--- src/xtea_pkg.sv ---
// Shared types, constants and helper functions for the XTEA block cipher.
// No dependencies; every other file in src refers to this package by scope.
package xtea_pkg;

    localparam int BLOCK_W   = 64;
    localparam int HALF_W    = 32;
    localparam int CFG_IDX_W = 2;
    localparam int CFG_W     = 64;

    localparam logic [HALF_W-1:0] XTEA_DELTA = 32'h9E37_79B9;
    localparam logic [HALF_W-1:0] MIX_MASK   = 32'h07FF_FFFF;

    typedef enum logic [CFG_IDX_W-1:0] {
        CFG_KEY_HIGH     = 2'd0,
        CFG_KEY_LOW      = 2'd1,
        CFG_ENCRYPT_MODE = 2'd2
    } cfg_index_t;

    // Broadcast from the top level to every round stage
    typedef struct packed {
        logic advance;
        logic encrypt;
    } stage_ctl_t;

    function automatic logic [HALF_W-1:0] mix(input logic [HALF_W-1:0] v);
        mix = ((v << 4) ^ ((v >> 5) & MIX_MASK)) + v;
    endfunction

    function automatic logic [HALF_W-1:0] key_word(input logic [CFG_W-1:0] key_high,
                                                   input logic [CFG_W-1:0] key_low,
                                                   input logic [1:0]       sel);
        case (sel)
            2'd0:    key_word = key_high[63:32];
            2'd1:    key_word = key_high[31:0];
            2'd2:    key_word = key_low[63:32];
            default: key_word = key_low[31:0];
        endcase
    endfunction

endpackage

--- src/xtea_half_round.sv ---
// One XTEA half round as a single pipeline register stage.
// Depends on xtea_pkg (mix, key_word, stage_ctl_t).
module xtea_half_round #(
    parameter logic [31:0] SUM_ENC    = 32'h0,
    parameter logic [31:0] SUM_DEC    = 32'h0,
    parameter logic [1:0]  KEY_ENC    = 2'd0,
    parameter logic [1:0]  KEY_DEC    = 2'd0,
    parameter bit          UPD_V0_ENC = 1'b1
) (
    input  logic                         clk,
    input  logic                         rst_n,
    input  xtea_pkg::stage_ctl_t         ctl,
    input  logic [xtea_pkg::CFG_W-1:0]   key_high,
    input  logic [xtea_pkg::CFG_W-1:0]   key_low,
    input  logic                         valid_in,
    input  logic [xtea_pkg::HALF_W-1:0]  v0_in,
    input  logic [xtea_pkg::HALF_W-1:0]  v1_in,
    output logic                         valid_out,
    output logic [xtea_pkg::HALF_W-1:0]  v0_out,
    output logic [xtea_pkg::HALF_W-1:0]  v1_out
);

    logic                         valid_reg;
    logic [xtea_pkg::HALF_W-1:0]  v0_reg;
    logic [xtea_pkg::HALF_W-1:0]  v1_reg;
    logic [xtea_pkg::HALF_W-1:0]  v0_next;
    logic [xtea_pkg::HALF_W-1:0]  v1_next;

    logic                         upd_v0;
    logic [xtea_pkg::HALF_W-1:0]  sum;
    logic [1:0]                   key_sel;
    logic [xtea_pkg::HALF_W-1:0]  src;
    logic [xtea_pkg::HALF_W-1:0]  dst;
    logic [xtea_pkg::HALF_W-1:0]  delta_term;
    logic [xtea_pkg::HALF_W-1:0]  new_half;

    // Decryption walks the rounds backwards, so the updated half swaps
    always_comb
    begin
        upd_v0     = ctl.encrypt ? UPD_V0_ENC : !UPD_V0_ENC;
        sum        = ctl.encrypt ? SUM_ENC : SUM_DEC;
        key_sel    = ctl.encrypt ? KEY_ENC : KEY_DEC;
        src        = upd_v0 ? v1_in : v0_in;
        dst        = upd_v0 ? v0_in : v1_in;
        delta_term = xtea_pkg::mix(src)
                     ^ (sum + xtea_pkg::key_word(key_high, key_low, key_sel));
        new_half   = ctl.encrypt ? dst + delta_term : dst - delta_term;
        v0_next    = upd_v0 ? new_half : v0_in;
        v1_next    = upd_v0 ? v1_in : new_half;
    end

    always_ff @(posedge clk or negedge rst_n)
    begin
        if (!rst_n)
        begin
            valid_reg <= 1'b0;
        end
        else if (ctl.advance)
        begin
            valid_reg <= valid_in;
        end
    end

    always_ff @(posedge clk)
    begin
        if (ctl.advance)
        begin
            v0_reg <= v0_next;
            v1_reg <= v1_next;
        end
    end

    assign valid_out = valid_reg;
    assign v0_out    = v0_reg;
    assign v1_out    = v1_reg;

endmodule

--- config.mk ---
export PLATFORM = sky130hd
export DESIGN_NAME = xtea_half_round
export DESIGN_NICKNAME = d
export VERILOG_FILES = /design/src/xtea_pkg.sv /design/src/xtea_half_round.sv
export SDC_FILE = /design/constraint.sdc
export NUM_CORES = 1
export LEC_CHECK = 0
export ABC_AREA = 1
export ABC_CLOCK_PERIOD_IN_PS = 1100
export BUFFER_PORTS_ARGS = -buffer_cell sky130_fd_sc_hd__buf_2
export CORE_MARGIN = 2
export CORE_UTILIZATION = 35
export CTS_BUF_LIST = sky130_fd_sc_hd__clkbuf_4
export CTS_CLUSTER_DIAMETER = 40
export DETAILED_ROUTE_END_ITERATION = 10
export PLACE_DENSITY = 0.57
export SYNTH_ARGS = -nofsm -noshare
export SYNTH_HDL_FRONTEND = slang
export SYNTH_SLANG_ARGS = --single-unit
--- constraint.sdc ---
create_clock -name clk -period 1.1 [get_ports clk]
set_input_delay 0 -clock clk [delete_from_list [all_inputs] [get_ports clk]]
set_output_delay 0 -clock clk [all_outputs]
set_load 0.05 [all_outputs]
After elaboration in Yosys (flattened, before gate mapping)
Cells that the tools add are included.

cells by class
  add/subtract/negate cells = 3
  multiplexer cells = 6
  bitwise gates (word level) = 2

operator list
  cell                                             number
  32-bit 2-to-1 mux                                5
  32-bit adder                                     2
  32-bit subtractor                                1
  32-bit by 27-bit bitwise XOR with 32-bit output  1
  32-bit bitwise XOR                               1
  1-bit 2-to-1 mux                                 1

word-level totals
  output and inout bits = 65
  logic and storage cells = 14
  register bits after elaboration = 65
  input bits = 197

Depth between registers and ports, before layout
  depth after elaboration = 8
  depth in mapped cells = 45
  depth with buffers taken out = 42

Least setup slack after synthesis
OpenSTA, ideal clock, no wires.

  path kind = input to register
  start point = input ctl[0] (netlist name)
  end point = register v0_reg, in the netlist v0_out[28] (data pin)
  library setup time = 0.267 ns
  buffers on the path = 3
  stages on the path = 34
  setup slack = -3.884 ns
  data required time = 0.833 ns
  data arrival time = 4.717 ns
  path through = inv_2 > buf_4 > clkbuf_1 > buf_1 > nand2_1 > nand2_1 > ha_1 > fa_1 > xnor2_1 > nand2_1 > a21oi_1 > nand2_1 > nor2_1 > nand3_1 > a21oi_2 > nand3_1 > nor2_2 > nand2_2 > nor2_4 > nand2_2 > nor2_2 > nand2_1 > nand2_1 > xor2_1 > inv_1 > ha_1 > a21oi_1 > inv_1 > a31oi_1 > o31ai_1 > a221oi_1 > nand3_1 > nand3_1 > o21ai_0

between the ends
  longest elaborated chain between the ends = 8
  elaborated cells on any way between the ends = 10
  classes of those cells = add/sub (3); mux (5); bitwise (2)

ends and longest elaborated chain
  item                                               line                   text
  start, declared                                    xtea_half_round.sv:12  input xtea_pkg::stage_ctl_t ctl,
  1-bit 2-to-1 mux                                   xtea_half_round.sv:40  upd_v0 = ctl.encrypt ? UPD_V0_ENC : !UPD_V0_ENC;
  32-bit 2-to-1 mux                                  xtea_half_round.sv:43  src = upd_v0 ? v1_in : v0_in;
  32-bit by 27-bit bitwise XOR with 32-bit output    xtea_pkg.sv:26         mix = ((v << 4) ^ ((v >> 5) & MIX_MASK)) + v;
  32-bit adder                                       xtea_pkg.sv:26
  32-bit bitwise XOR                                 xtea_half_round.sv:46  ^ (sum + xtea_pkg::key_word(key_high, key_low, key_sel));
  32-bit subtractor or 32-bit adder (tied branches)  xtea_half_round.sv:47  new_half = ctl.encrypt ? dst + delta_term : dst - delta_term;
  32-bit 2-to-1 mux                                  xtea_half_round.sv:47
  32-bit 2-to-1 mux *                                xtea_half_round.sv:48  v0_next = upd_v0 ? new_half : v0_in;
  via v0_next (one bit)                              xtea_half_round.sv:26  logic [xtea_pkg::HALF_W-1:0] v0_next;
  end signal, assigned                               xtea_half_round.sv:68  v0_reg <= v0_next;
  end, declared                                      xtea_half_round.sv:24  logic [xtea_pkg::HALF_W-1:0] v0_reg;

The timed path passes the listed nets; every way through them passes the cells marked *.
A chain may end at the register's enable or synchronous reset.

Worst setup path after layout
  start point = input ctl[0] (netlist name)
  end point = register v1_reg, in the netlist v1_out[31] (data pin)

between the ends
  longest elaborated chain between the ends = 8
  elaborated cells on any way between the ends = 10
  classes of those cells = add/sub (3); mux (5); bitwise (2)

ends and longest elaborated chain
  item                                               line                   text
  1-bit 2-to-1 mux                                   xtea_half_round.sv:40
  32-bit 2-to-1 mux                                  xtea_half_round.sv:43
  32-bit by 27-bit bitwise XOR with 32-bit output    xtea_pkg.sv:26
  32-bit adder                                       xtea_pkg.sv:26
  32-bit bitwise XOR                                 xtea_half_round.sv:46
  32-bit subtractor or 32-bit adder (tied branches)  xtea_half_round.sv:47
  32-bit 2-to-1 mux                                  xtea_half_round.sv:47
  32-bit 2-to-1 mux *                                xtea_half_round.sv:49  v1_next = upd_v0 ? v1_in : new_half;
  via v1_next (one bit)                              xtea_half_round.sv:27  logic [xtea_pkg::HALF_W-1:0] v1_next;
  end signal, assigned                               xtea_half_round.sv:69  v1_reg <= v1_next;
  end, declared                                      xtea_half_round.sv:25  logic [xtea_pkg::HALF_W-1:0] v1_reg;

Marked as above.

==> results.yml <==
floorplan:
  die_y_um: 161
  row_count: 57
  die_w_um: 161
  pin_count: 262
  start_util: 0.356
  core_area_um2: 24200
  dieArea_um2: 26000
placement:
  place_area_um2: 13000
  gp_congestion: 0.934
  io_buffers: 165
  hpwl_mm: 28.3
clocking:
  root_buffer: "clkbuf_4"
  clock_latency_ps: 440
  cts_tree: "done"
  cts.sinks: 65
  clockBufferDepth: 2
  htreeDepth: 3
  path_clk_slew_ps: 120
  numCtsBuffers: 9
yosys:
  synth_area_leaders: "edfxtp_1 (22%), nand2_1 (19%), ha_1 (9.4%)"
  async_flop_share: 0.0154
  ys.flop_type: "edfxtp_1"
  syn_area_per_cell_um2: 6.41
  yosys_warnings: 0
  synthTopCellsByCount: "nand2_1 (434), inv_1 (156), o21ai_0 (106)"
  yosysTopAreaCell: "edfxtp_1"
  syn-num-nets: 1612
  ys_types: 42
  synth_seq_cells: 65
  synth_most_common_cell: "nand2_1"
  mappedNetlistArea_um2: 8640
  yosysSeqAreaShare: 0.225
  syn_inst: 1348
  synth_top_area_frac: 0.223
  synth_edf_count: 64
worst_setup_path:
  start_kind: "input port"
  max_stage_delay_ps: 550
  endpoint_kind: "flip-flop"
  timing.critical_path.buf_inv: 9
  cp_max_fo: 8
  critPathKind: "input port to flip-flop"
  cpMostUsedCell: "nand2_1"
  cp_slowest_cell: "fa_2"
  arrival_ps: 4530
  critPathTopFamily: "simple AND/OR/NAND/NOR gates"
  crit_required_ps: 1320
finish:
  fin_util: 0.657
  fin_area_um2: 15900
  layout.nets: 2250
  syn_to_final_growth_pct: 84.5
  drive_gt1_frac: 0.494
  fillers: 2066
global_routing:
  grt_max_degree: 45
  gr-total-overflow: 0
  first_global_vias: 11157
  antenna_found_initial: 1
  grt_pass1_wl_mm: 56.2
  track_usage: 0.274
pwr:
  p_leak_nw: 7.84
  p_comb_frac: 0.820
  ir_worst_vdd_v: 0.00126
  p_int_mw: 16.2
  sw_frac_of_total: 0.488
  p_switching_mw: 15.5
  p_total_mw: 31.7
  p_seq_frac: 0.119
  p_per_area_nw_per_um2: 1990
  clockPowerShare: 0.061
sta:
  worst_pin_slew_ps: 828
  worst_hold_slack_ps: -2.10
  fin_skew_ps: 0
  setup_slack_ps: -3210
  min_period_over_period: 3.92
  setup_viol: 64
  slew_headroom: 0.442
  min_period_ps: 4310
  hold_viol_final: 1
  finalMaxSlewViolations: 0
  fmax_mhz: 232
  rsz0062_at_grt: "yes"
drt:
  dr_wl_met3_mm: 2.06
  wl_per_cell_um: 16.0
  drtAntennaViolNets: 0
  viasPerCell: 5.00
  firstDrtPassIters: 6
  drtIter0Drc: 786
  top_layer_used: "met4"
  route.vias.total: 11585
  wl_mm: 37.2
  wl_met2_mm: 17.8
  drc_errors: 0
  wl_met1_mm: 16.4
outcome:
  status: "finished, violations left"
  violations: "hold timing, setup timing"
job:
  cap_violations: 0
min_path:
  hp-class: "input port to flip-flop"
==> routing by layer <==
| layer | up-vias | track usage |
|---|---|---|
| li1 | 5719 | - |
| met3 | 72 | 0.0216 |
| met1 | 5384 | 0.373 |
| met5 | - | 0 |
| met2 | 410 | 0.473 |
| met4 | 0 | 0.0633 |
==> timing repair <==
item,4_1_cts,5_1_grt
gates resized for setup,258,176
hold buffers,49,1
endpoints found under the hold margin,51,1
pin swaps,103,90
cloned,3,0
buffers inserted,58,25
endpoints found under the setup margin,64,66
==> power groups by stage <==
| stage | clock network (mW) | logic [mW] | registers [mW] |
|---|---|---|---|
| 6_report | 1.92 | 26.0 | 3.78 |
| 5_1_grt | 2.04 | 27.8 | 3.84 |
| 4_1_cts | 1.96 | 23.0 | 3.79 |
| 3_5_place_dp | 0 | 19.4 | 3.85 |
| 3_3_place_gp | 0 | 19.3 | 3.83 |
| 2_1_floorplan | 0 | 9.12 | 6.16 |
==> cell usage in the layout (no fill, tap or decap), drive strengths merged <==
cell type and instances:
bufinv 2, diode 1, clkbuf 10, nor3 18, bufbuf 1, xor2 66
o21ai 109, nand3 93, clkinv 3, dlygate4sd3 50, a21boi 2, o31ai 2
a21o 3, nor4 3, a221oi 3, o221ai 3, a31oi 7, or2 5
nand4 20, a21oi 65, ha 65, mux2 1, inv 165, o21bai 8
clkinvlp 1, nand3b 12, buf 599, edfxtp 64, fa 2, dfrtp 1
o211ai 1, o21a 8, nand2 459, nor2 108, xnor2 31, nor3b 1
==> path summary, 6_finish.rpt <==
kind / start / to / slack [ps] / cells after the start
setup / recovery: ctl[0] / v1_out[31]$_DFFE_PP_ / -3210 / 36
hold / removal: v0_in[21] / v0_out[21]$_DFFE_PP_ / -2 / 4
setup reg to reg: valid_out$_DFFE_PN0P_ / valid_out$_DFFE_PN0P_ / 350 / 1
hold reg to reg: valid_out$_DFFE_PN0P_ / valid_out$_DFFE_PN0P_ / 530 / 1
max in group asynchronous: rst_n / valid_out$_DFFE_PN0P_ / 620 / 3
min in group asynchronous: rst_n / valid_out$_DFFE_PN0P_ / 380 / 3
==> area by class of cell <==
type,count,area [um2],share of cell area
clock inverters,7,93.8,0.00589
well taps,324,405,0.0254
multi-input cells,1095,7880,0.494
repair inverters,2,17.5,0.00110
diodes,1,2.50,0.000157
clock buffers,9,67.6,0.00424
inverters,162,632,0.0397
repair buffers,651,4890,0.307
flip-flops and latches,65,1950,0.122
==> stage by stage <==
step                      hold WS, ps  setup WS, ps  instances  TNS [ps]
after detailed placement         -224         -4100       2184   -204700
after global routing             7.72         -3490       2316   -175410
after CTS                        3.04         -3070       2295   -157610
after floorplan                  -296         -3370       1348   -163970
after global placement           -226         -4070       2184   -203450
final                           -2.10         -3210       2316   -162780
==> sequential cells by signal, indices dropped and copies added, names as in the netlist <==
| name | count |
|---|---|
| v0_out | 32 |
| valid_out | 1 |
| v1_out | 32 |
==> kinds of logic (layout without fill, tap and decap cells) <==
| logic type | Yosys count | after routing | share of synthesized area |
|---|---|---|---|
| AO/OA/AOI/OAI | 211 | 211 | 0.134 |
| buffers and inverters | 188 | 831 | 0.0834 |
| flip-flops | 65 | 65 | 0.225 |
| multiplexers | 1 | 1 | 0.00130 |
| other | 0 | 1 | 0 |
| AND/OR/NAND/NOR | 719 | 719 | 0.359 |
| adder cells (fa/ha/maj) | 67 | 67 | 0.0988 |
| XOR/XNOR | 97 | 97 | 0.0984 |
(Power assumes the default switching activity.)
