<file path="src/xtea_pkg.sv">
// Shared types, constants and helper functions for the XTEA block cipher.
// No dependencies; every other file in src refers to this package by scope.
package xtea_pkg;

    localparam int BLOCK_W   = 64;
    localparam int HALF_W    = 32;
    localparam int CFG_IDX_W = 2;
    localparam int CFG_W     = 64;

    localparam logic [HALF_W-1:0] XTEA_DELTA = 32'h9E37_79B9;
    localparam logic [HALF_W-1:0] MIX_MASK   = 32'h07FF_FFFF;

    typedef enum logic [CFG_IDX_W-1:0] {
        CFG_KEY_HIGH     = 2'd0,
        CFG_KEY_LOW      = 2'd1,
        CFG_ENCRYPT_MODE = 2'd2
    } cfg_index_t;

    // Broadcast from the top level to every round stage
    typedef struct packed {
        logic advance;
        logic encrypt;
    } stage_ctl_t;

    function automatic logic [HALF_W-1:0] mix(input logic [HALF_W-1:0] v);
        mix = ((v << 4) ^ ((v >> 5) & MIX_MASK)) + v;
    endfunction

    function automatic logic [HALF_W-1:0] key_word(input logic [CFG_W-1:0] key_high,
                                                   input logic [CFG_W-1:0] key_low,
                                                   input logic [1:0]       sel);
        case (sel)
            2'd0:    key_word = key_high[63:32];
            2'd1:    key_word = key_high[31:0];
            2'd2:    key_word = key_low[63:32];
            default: key_word = key_low[31:0];
        endcase
    endfunction

endpackage

</file>
<file path="src/xtea_stream_if.sv">


interface xtea_out_if;
    logic                          valid;
    logic                          ready;
    logic [xtea_pkg::BLOCK_W-1:0]  out_block;

    modport source (output valid, output out_block, input ready);
    modport sink   (input valid, input out_block, output ready);
endinterface

</file>
<file path="src/xtea_out_buf.sv">
// Two-entry output buffer that decouples the round pipeline from the sink.
// Depends on xtea_pkg and the xtea_out_if interface.
module xtea_out_buf (
    input  logic                          clk,
    input  logic                          rst_n,
    input  logic                          pipe_valid,
    input  logic [xtea_pkg::BLOCK_W-1:0]  pipe_data,
    output logic                          room,
    xtea_out_if.source                    blk_out
);

    logic [1:0]                    count_reg;
    logic [1:0]                    count_next;
    logic [xtea_pkg::BLOCK_W-1:0]  head_reg;
    logic [xtea_pkg::BLOCK_W-1:0]  head_next;
    logic [xtea_pkg::BLOCK_W-1:0]  tail_reg;
    logic [xtea_pkg::BLOCK_W-1:0]  tail_next;
    logic                          push;
    logic                          pop;

    // Room depends on stored state only, so ready never waits on the sink
    assign room = (count_reg != 2'd2);
    assign push = room && pipe_valid;
    assign pop  = blk_out.valid && blk_out.ready;

    always_comb
    begin
        count_next = 2'(count_reg + {1'b0, push} - {1'b0, pop});
        head_next  = head_reg;
        tail_next  = tail_reg;
        if (pop)
        begin
            if (count_reg == 2'd2)
                head_next = tail_reg;
            else if (push)
                head_next = pipe_data;
        end
        else if (push)
        begin
            if (count_reg == 2'd0)
                head_next = pipe_data;
            else
                tail_next = pipe_data;
        end
    end

    always_ff @(posedge clk or negedge rst_n)
    begin
        if (!rst_n)
            count_reg <= 2'd0;
        else
            count_reg <= count_next;
    end

    always_ff @(posedge clk)
    begin
        head_reg <= head_next;
        tail_reg <= tail_next;
    end

    assign blk_out.valid     = (count_reg != 2'd0);
    assign blk_out.out_block = head_reg;

endmodule

</file>
<file path="src/flat_wrapper.sv">
// flat-port wrapper written by rule: the top's interface ports become plain ports
module xtea_out_buf_flat 
  (clk, rst_n, pipe_valid, pipe_data, room, blk_out_valid, blk_out_out_block, blk_out_ready);
  xtea_out_if blk_out_i ();
  input  logic clk;
  input  logic rst_n;
  input  logic pipe_valid;
  input  logic [xtea_pkg::BLOCK_W-1:0] pipe_data;
  output logic room;
  output wire logic [$bits(blk_out_i.valid)-1:0] blk_out_valid;
  output wire logic [$bits(blk_out_i.out_block)-1:0] blk_out_out_block;
  input wire logic [$bits(blk_out_i.ready)-1:0] blk_out_ready;
  assign blk_out_valid = blk_out_i.valid;
  assign blk_out_out_block = blk_out_i.out_block;
  assign blk_out_i.ready = blk_out_ready;
  xtea_out_buf u_core (.clk(clk), .rst_n(rst_n), .pipe_valid(pipe_valid), .pipe_data(pipe_data), .room(room), .blk_out(blk_out_i));
endmodule
</file>
<file path="config.mk">
export PLATFORM = sky130hd
export DESIGN_NAME = xtea_out_buf_flat
export DESIGN_NICKNAME = d
export VERILOG_FILES = /design/src/xtea_pkg.sv /design/src/xtea_stream_if.sv /design/src/xtea_out_buf.sv /design/src/flat_wrapper.sv
export SDC_FILE = /design/constraint.sdc
export NUM_CORES = 1
export LEC_CHECK = 0
export BUFFER_PORTS_ARGS = -buffer_cell sky130_fd_sc_hd__buf_2
export CELL_PAD_IN_SITES_DETAIL_PLACEMENT = 1
export CELL_PAD_IN_SITES_GLOBAL_PLACEMENT = 2
export CORE_AREA = 2 2 126 128
export DETAILED_ROUTE_END_ITERATION = 16
export DIE_AREA = 0 0 128 130
export PLACE_DENSITY = 0.72
export SYNTH_ARGS = -nofsm -noshare
export SYNTH_HDL_FRONTEND = slang
export SYNTH_SLANG_ARGS = --single-unit
export TNS_END_PERCENT = 50
</file>
<file path="constraint.sdc">
create_clock -name clk -period 13.7 [get_ports clk]
set_input_delay 2.74 -clock clk [delete_from_list [all_inputs] [get_ports clk]]
set_output_delay 2.74 -clock clk [all_outputs]
set_load 0.02 [all_outputs]
</file>
; After elaboration in Yosys (flattened, before gate mapping)
; Index checks and enable logic that the tools add are counted.
[totals]
register_bits = 130
inputBits = 68
out_inout_bits = 66
elab_cells = 23
[op_classes]
add_sub_neg = 2
eq_ne = 2
mux = 5
bitwise_logic = 2
n_reduce_logical = 9
[ops]
columns = operator, n
row1 = two-way mux 64 bit, 5
row2 = nonzero test 2 bit, 4
row3 = AND reduction 3 bit, 2
row4 = adder 2 x 1 -> 2 bit, 1
row5 = equality test 2 bit (second input constant), 1
row6 = logical AND 1 bit, 2
row7 = logical NOT 2 bit, 1
row8 = != test 2 bit (second input constant), 1
row9 = inverter 1 bit, 2
row10 = subtractor 2 x 1 -> 2 bit, 1

; Depth between registers and ports, before layout
; Gate-level depths: netlist (run 1).
[depth]
depth_word = 5
depth_mapped = 7
ltp_nobuf = 7

; Worst setup path after synthesis (run 1)
; OpenSTA, ideal clock, no wires.
[synth_timing]
kind = input to register
startpoint = input port pipe_valid
endpoint = register u_core.head_reg (netlist bit u_core.blk_out.out_block[0]), enable pin
setup_time_ns = 0.574
arrival_ns = 7.298
t_required_ns = 13.126
slack_ns = 5.827
stages = 2
path_buffers = 0
path_cell_list = inv_1 o21ai_0
[synth_between]
elab_chain_len = 3
elab_cells_between_ends = 4
cone_classes = reduce/logical: 4
[synth_rtl]
columns = element, line_no
row1 = start: declaration, flat_wrapper.sv:7  ; input logic pipe_valid;
row2 = logical AND 1 bit (*), xtea_out_buf.sv:23  ; assign push = room && pipe_valid;
row3 = nonzero test 2 bit (no line), n/a
row4 = AND reduction 3 bit (no line) (*), n/a
row5 = end signal: assignment, xtea_out_buf.sv:57  ; head_reg <= head_next;
row6 = end: declaration, xtea_out_buf.sv:14  ; logic [xtea_pkg::BLOCK_W-1:0] head_reg;
; Mark *: on every way between the ends. The rest lies on a longest branch, timed or not.
; A chain may end at the register's enable or synchronous reset.

; Worst setup path after layout (run 1)
[layout_timing]
startpoint = register u_core.count_reg[1]
endpoint = output port blk_out_valid
[layout_between]
elab_chain_len = 1
[layout_rtl]
columns = element, line_no
row1 = start: declaration, xtea_out_buf.sv:12  ; logic [1:0] count_reg;
row2 = start signal: assignment, xtea_out_buf.sv:52  ; count_reg <= count_next;
row3 = nonzero test 2 bit, xtea_out_buf.sv:61  ; assign blk_out.valid = (count_reg != 2'd0);
row4 = end: declaration, flat_wrapper.sv:10  ; output wire logic [$bits(blk_out_i.valid)-1:0] blk_out_valid;
; Every way passes these cells.

==> results of run 1 <==
[per-stage QoR]
step	cell area [um^2]	instances	utilization	hold WS, ns
detailed placement	5660	537	0.367	0.515
global route	6210	569	0.403	0.546
finish	6210	569	0.403	0.530
CTS	6210	569	0.403	0.532
floorplan	4790	216	-	0.501
global placement	5660	537	0.367	0.512
[final timing paths]
kind                                          startpoint                                     end  slack (ns)  cells past startpoint
max                        u_core.count_reg[1]$_DFF_PN0_                           blk_out_valid        9.64                      2
min in group asynchronous                          rst_n           u_core.count_reg[0]$_DFF_PN0_        2.11                      1
max in group asynchronous                          rst_n           u_core.count_reg[1]$_DFF_PN0_       11.49                      1
min                        u_core.tail_reg[10]$_DFFE_PP_  u_core.blk_out.out_block[10]$_DFFE_PP_        0.53                      1
min reg2reg                u_core.tail_reg[10]$_DFFE_PP_  u_core.blk_out.out_block[10]$_DFFE_PP_        0.53                      1
max reg2reg                u_core.count_reg[0]$_DFF_PN0_   u_core.blk_out.out_block[1]$_DFFE_PP_       11.67                      4
[where the power goes]
group / leakage, nW / switching, W / internal [W] / total, W
clock: 0.273 / 0.000161 / 0.000263 / 0.000424
combinational: 0.866 / 0.000170 / 0.0000950 / 0.000265
sequential: 1.23 / 0.0000190 / 0.000539 / 0.000558
total: 2.37 / 0.000350 / 0.000897 / 0.00125
[layout make-up]
class                           instances  area share
Clock inverter                         14      0.0195
Multi-Input combinational cell         76       0.134
Sequential cell                       130       0.627
Timing Repair Buffer                  135       0.110
Tap cell                              192      0.0387
Inverter                                4     0.00242
Clock buffer                           18      0.0691
[layout by cell type (no fill, tap or decap)]
master / n
and2_1: 1
and2b_2: 1
buf_2: 133
buf_4: 2
bufinv_16: 2
clkbuf_1: 1
clkbuf_16: 17
clkinv_1: 4
clkinv_2: 6
clkinv_4: 1
clkinvlp_4: 1
dfrtp_1: 2
edfxtp_1: 128
ha_1: 2
inv_1: 4
mux2_1: 5
mux2_2: 59
nand2_4: 1
nor2_1: 1
nor3_2: 1
o21ai_0: 1
o21ai_4: 1
or2_2: 1
xnor2_1: 2
[routing by layer]
layer / track usage / vias up
met3: 0.0398 / 9
met5: 0 / -
met4: 0.0582 / 0
li1: - / 1150
met2: 0.190 / 79
met1: 0.144 / 1250
[cells by family (layout without fill, tap and decap cells)]
group                      count (synthesis)  after routing  synth area share
xor gates and xnor gates                   2              2           0.00366
AOI/OAI and AO/OA                          2              2           0.00209
DFF                                      130            130             0.813
buffers and inverters                     10            171            0.0172
adders and majority gates                  2              2           0.00522
muxes                                     64             64             0.150
and+or+nand+nor                            6              6           0.00862
[worst reg2reg max path, cell delays in order, from the launching register on]
cell	delay (ns)
dfrtp_1	0.38
and2b_2	0.27
o21ai_0	0.15
o21ai_4	0.08
buf_4	0.73
==> results.md, run 1 <==
- Status: finished clean
- Worst EP required: 10.96 ns
- First-pass GRT wire length: 14600 um
- Root Driver: clkbuf_16
- Vias/cell: 4.37
- Synth area leaders: edfxtp_1 (80%), mux2_2 (14%), buf_6 (1.4%), mux2_1 (1.2%), dfrtp_1 (1.0%)
- Core area: 15400 um^2
- #FFs+latches synth: 130
- Seq/Total Area, Yosys: 0.813
- Net Count, Synth: 286
- GPL Wtd Cong: 0.664
- Top-count cell post-synth: edfxtp_1
- Data arrival, critical path: 1.32 ns
- Ys async rst share: 0.0154
- Clk buf depth: 2
- Nets: 434
- Final setup fails: 0
- Hold buffer count at cts: 0
- Top Metal Used: met4
- CP delay by family, top: flip-flops
- Number of synthesized flops with an enable pin: 128
- GRT Residual Overflow: 0
- Boundary Pins: 134
- Residual DRC: 0
- FF/Latch Area: 3890 um^2
- Endpoints failing hold: 0
- DRT iter0 DRCs: 134
- Synth top area share: 0.802
- Row cnt: 46
- P per Cell Area: 201 nW/um^2
- Met3 WL: 447 um
- Number of buffers created by CTS: 17
- Final ANT Viol Nets: 0
- Worst rel slew slack: 0.378
- Worst Path Max Fanout: 3
- DP Worst Slack: 9.40 ns
- Post-CTS setup buffers: 0
- Largest net degree at the start of global routing: 65
- Number of global-route vias before repair: 2750
- Synth Cell Area: 4790 um^2
- Ys flop type: edfxtp_1
- Initial Util: 0.311
- Maximum VDD drop: 0.130 mV
- Pre-antenna DRT Iters: 4
- Die height: 130 um
- Netlist cell types: 15
- Worst Hold Class: reg -> reg
- Startpoint Class: flop
- Fmax: 0.246 GHz
- Leading area contributor after synthesis: edfxtp_1
- Setup_tns: 0 ns
- H-tree depth: 4
- Initial antenna violation count: 0
- CP bufs+invs: 1
- Layout area overhead: 29.6%
- Commonest cells in the netlist: edfxtp_1 (128), mux2_2 (59), buf_6 (6)
- Final period util: 0.297
- GR Util All Layers: 0.118
- Worst Skew: 0.00353 ns
- CP Class: reg -> out
- Final worst slack: 9.64 ns
- Multi-input logic area: 831 um^2
- TritonCTS clock tree: yes
- Fill count: 1546
- Clk sink count: 130
- Vias: 2488
- Routed wire per std cell: 16.5 um
- Warnings from Yosys: 0
- Detailed Route WL: 9370 um
- Max-slew violations: 0
- Clock Latency Late Sink: 0.41 ns
- Antenna Cells: 0
- Clk slew on worst S/H paths: 0.05 ns
- Cells after Synth: 216
- RSZ-0062 raised after global routing: no
- DR WL met2: 4600 um
- Slew @ Worst Pin: 0.934 ns
- Synthesized area per cell: 22.2 um^2
- Total design power: 0.00125 W
- Period minus WS final: 4.06 ns
- Max-cap viol count: 0
- IO buf count: 133
- Leak pwr: 2.37 nW
- CP peak stage delay: 0.40 ns
- Met1 Routed Length: 4180 um
- Kind of end point of the critical path: output pin
- Die area: 16600 um^2
- Cell Chain, Critical Path: or2_2, buf_2
- Dpl hpwl: 5700 um
- # resized after CTS: 0
- Die W: 128 um
- Share of cells above drive strength 1: 0.599
- CP max-delay cell: dfrtp_1
Note: power is estimated with default switching activity, not from simulation.
==> run 2, diff against run 1 <==
- PLACE_DENSITY: 0.72 -> 0.74
- clock period: 13.7 -> 3.35 ns (I/O delays scaled with it)
==> run 2 against run 1 <==
Non-clock buffer count increased by 2. Power increased to 4.1 times the previous value. Clock-buffer cell count increased by 1. Combinational power increased to 4.1 times the previous value. Hold slack got worse by 0.49 ns. Sequential power increased to 4.1 times the previous value. Routed wire length decreased by 0.28%. Critical path depth increased by 1.
==> results.md, run 2 (synthesis results as in run 1) <==
- Status: finished clean
- Worst Hold Class: in -> async
- Detailed Route WL: 9350 um
- Kind of end point of the critical path: flop
- Data arrival, critical path: 2.17 ns
- Maximum VDD drop: 0.482 mV
- Boundary Pins: 134
- Placed cell count: 539
- Post-CTS setup buffers: 0
- Routed wire per std cell: 16.4 um
- Clock Latency Late Sink: 0.40 ns
- Clk buf depth: 2
- Nets: 436
- Die height: 130 um
- Max-slew violations: 0
- Dpl hpwl: 6230 um
- Core area: 15400 um^2
- Slew @ Worst Pin: 0.913 ns
- Worst rel slew slack: 0.392
- First-pass GRT wire length: 14800 um
- Max-cap viol count: 0
- RSZ-0062 raised after global routing: no
- Leak pwr: 2.37 nW
- Vias: 2483
- Initial antenna violation count: 0
- Endpoints failing hold: 0
- Worst Path Max Fanout: 64
- GR Util All Layers: 0.118
- Share of cells above drive strength 1: 0.599
- Commonest cells after routing, fill and taps aside: buf_2 (133), edfxtp_1 (128), mux2_2 (59)
- GRT Residual Overflow: 0
- Fin cells: 571
- P per Cell Area: 817 nW/um^2
- DP Worst Slack: 1.12 ns
- Row cnt: 46
- Hold buffer count at cts: 0
- Final setup fails: 0
- CP Class: reg -> reg
- Number of global-route vias before repair: 2779
- Worst Skew: 0.00773 ns
- DRT iter0 DRCs: 149
- Fmax: 0.492 GHz
- Most common cell after layout, fill and taps aside: buf_2
- Die W: 128 um
- TritonCTS clock tree: yes
- Final ANT Viol Nets: 0
- Initial Util: 0.311
- Period minus WS final: 2.03 ns
- # resized after CTS: 0
- Die area: 16600 um^2
- Clk sink count: 130
- H-tree depth: 4
- Worst R2R Path Depth: 3
- Residual DRC: 0
- Final period util: 0.607
- GPL Wtd Cong: 0.665
- Worst EP required: 3.49 ns
- Number of buffers created by CTS: 17
- Vias/cell: 4.35
- Final worst slack: 1.32 ns
- Clk slew on worst S/H paths: 0.06 ns
- Largest net degree at the start of global routing: 65
- Root Driver: clkbuf_16
- Pre-antenna DRT Iters: 4
- Startpoint Class: flop
- Layout area overhead: 30.1%
- IO buf count: 133
- Antenna Cells: 0
run 2: worst paths after layout:
path,start,to,slack [ns]
worst max-delay path,u_core.count_reg[1]$_DFF_PN0_,u_core.blk_out.out_block[37]$_DFFE_PP_,1.32
worst min-delay path,rst_n,u_core.count_reg[0]$_DFF_PN0_,0.04
worst max register to register,u_core.count_reg[1]$_DFF_PN0_,u_core.blk_out.out_block[37]$_DFFE_PP_,1.32
worst min register to register,u_core.tail_reg[12]$_DFFE_PP_,u_core.blk_out.out_block[12]$_DFFE_PP_,0.53
max in group asynchronous,rst_n,u_core.count_reg[1]$_DFF_PN0_,3.22
min in group clk,pipe_data[54],u_core.tail_reg[54]$_DFFE_PP_,0.46
run 2: critical path: stages, from the launching register on:
cell and delay [ns]:
dfrtp_1 0.40, and2b_2 0.24, nand2_4 0.63, mux2_2 0.43
run 2: metal layers:
| metal | vias to the layer above | GRT usage | part of all wire |
|---|---|---|---|
| met4 | 0 | 0.0504 | 0.013 |
| met2 | 79 | 0.198 | 0.52 |
| met1 | 1242 | 0.139 | 0.41 |
| met3 | 10 | 0.0422 | 0.058 |
| met5 | - | 0 | 0 |
| li1 | 1152 | - | - |
run 2: cell type report:
type	instances	area, um^2
timing repair buffer	137	696
tap	192	240
clock buffer	19	433
multi-input combinational	76	837
inverter	4	15.0
fill	1540	9190
clock inverter	13	119
sequential	130	3890
run 2: through the flow:
stage               area, um^2  TNS (ns)   util  total power (W)  hold slack, ns
global placement          5680         0  0.368          0.00339           0.458
floorplan                 4800    -19.94      -          0.00307           0.374
global route              6230         0  0.404          0.00536          0.0214
finish                    6230         0  0.404          0.00509          0.0407
detailed placement        5680         0  0.368          0.00343           0.458
CTS                       6230         0  0.404          0.00519          0.0187
run 2: power breakdown:
group	switching (W)	internal, W
registers	0.0000820	0.00220
clock network	0.000647	0.00108
logic	0.000688	0.000396
total	0.00142	0.00367
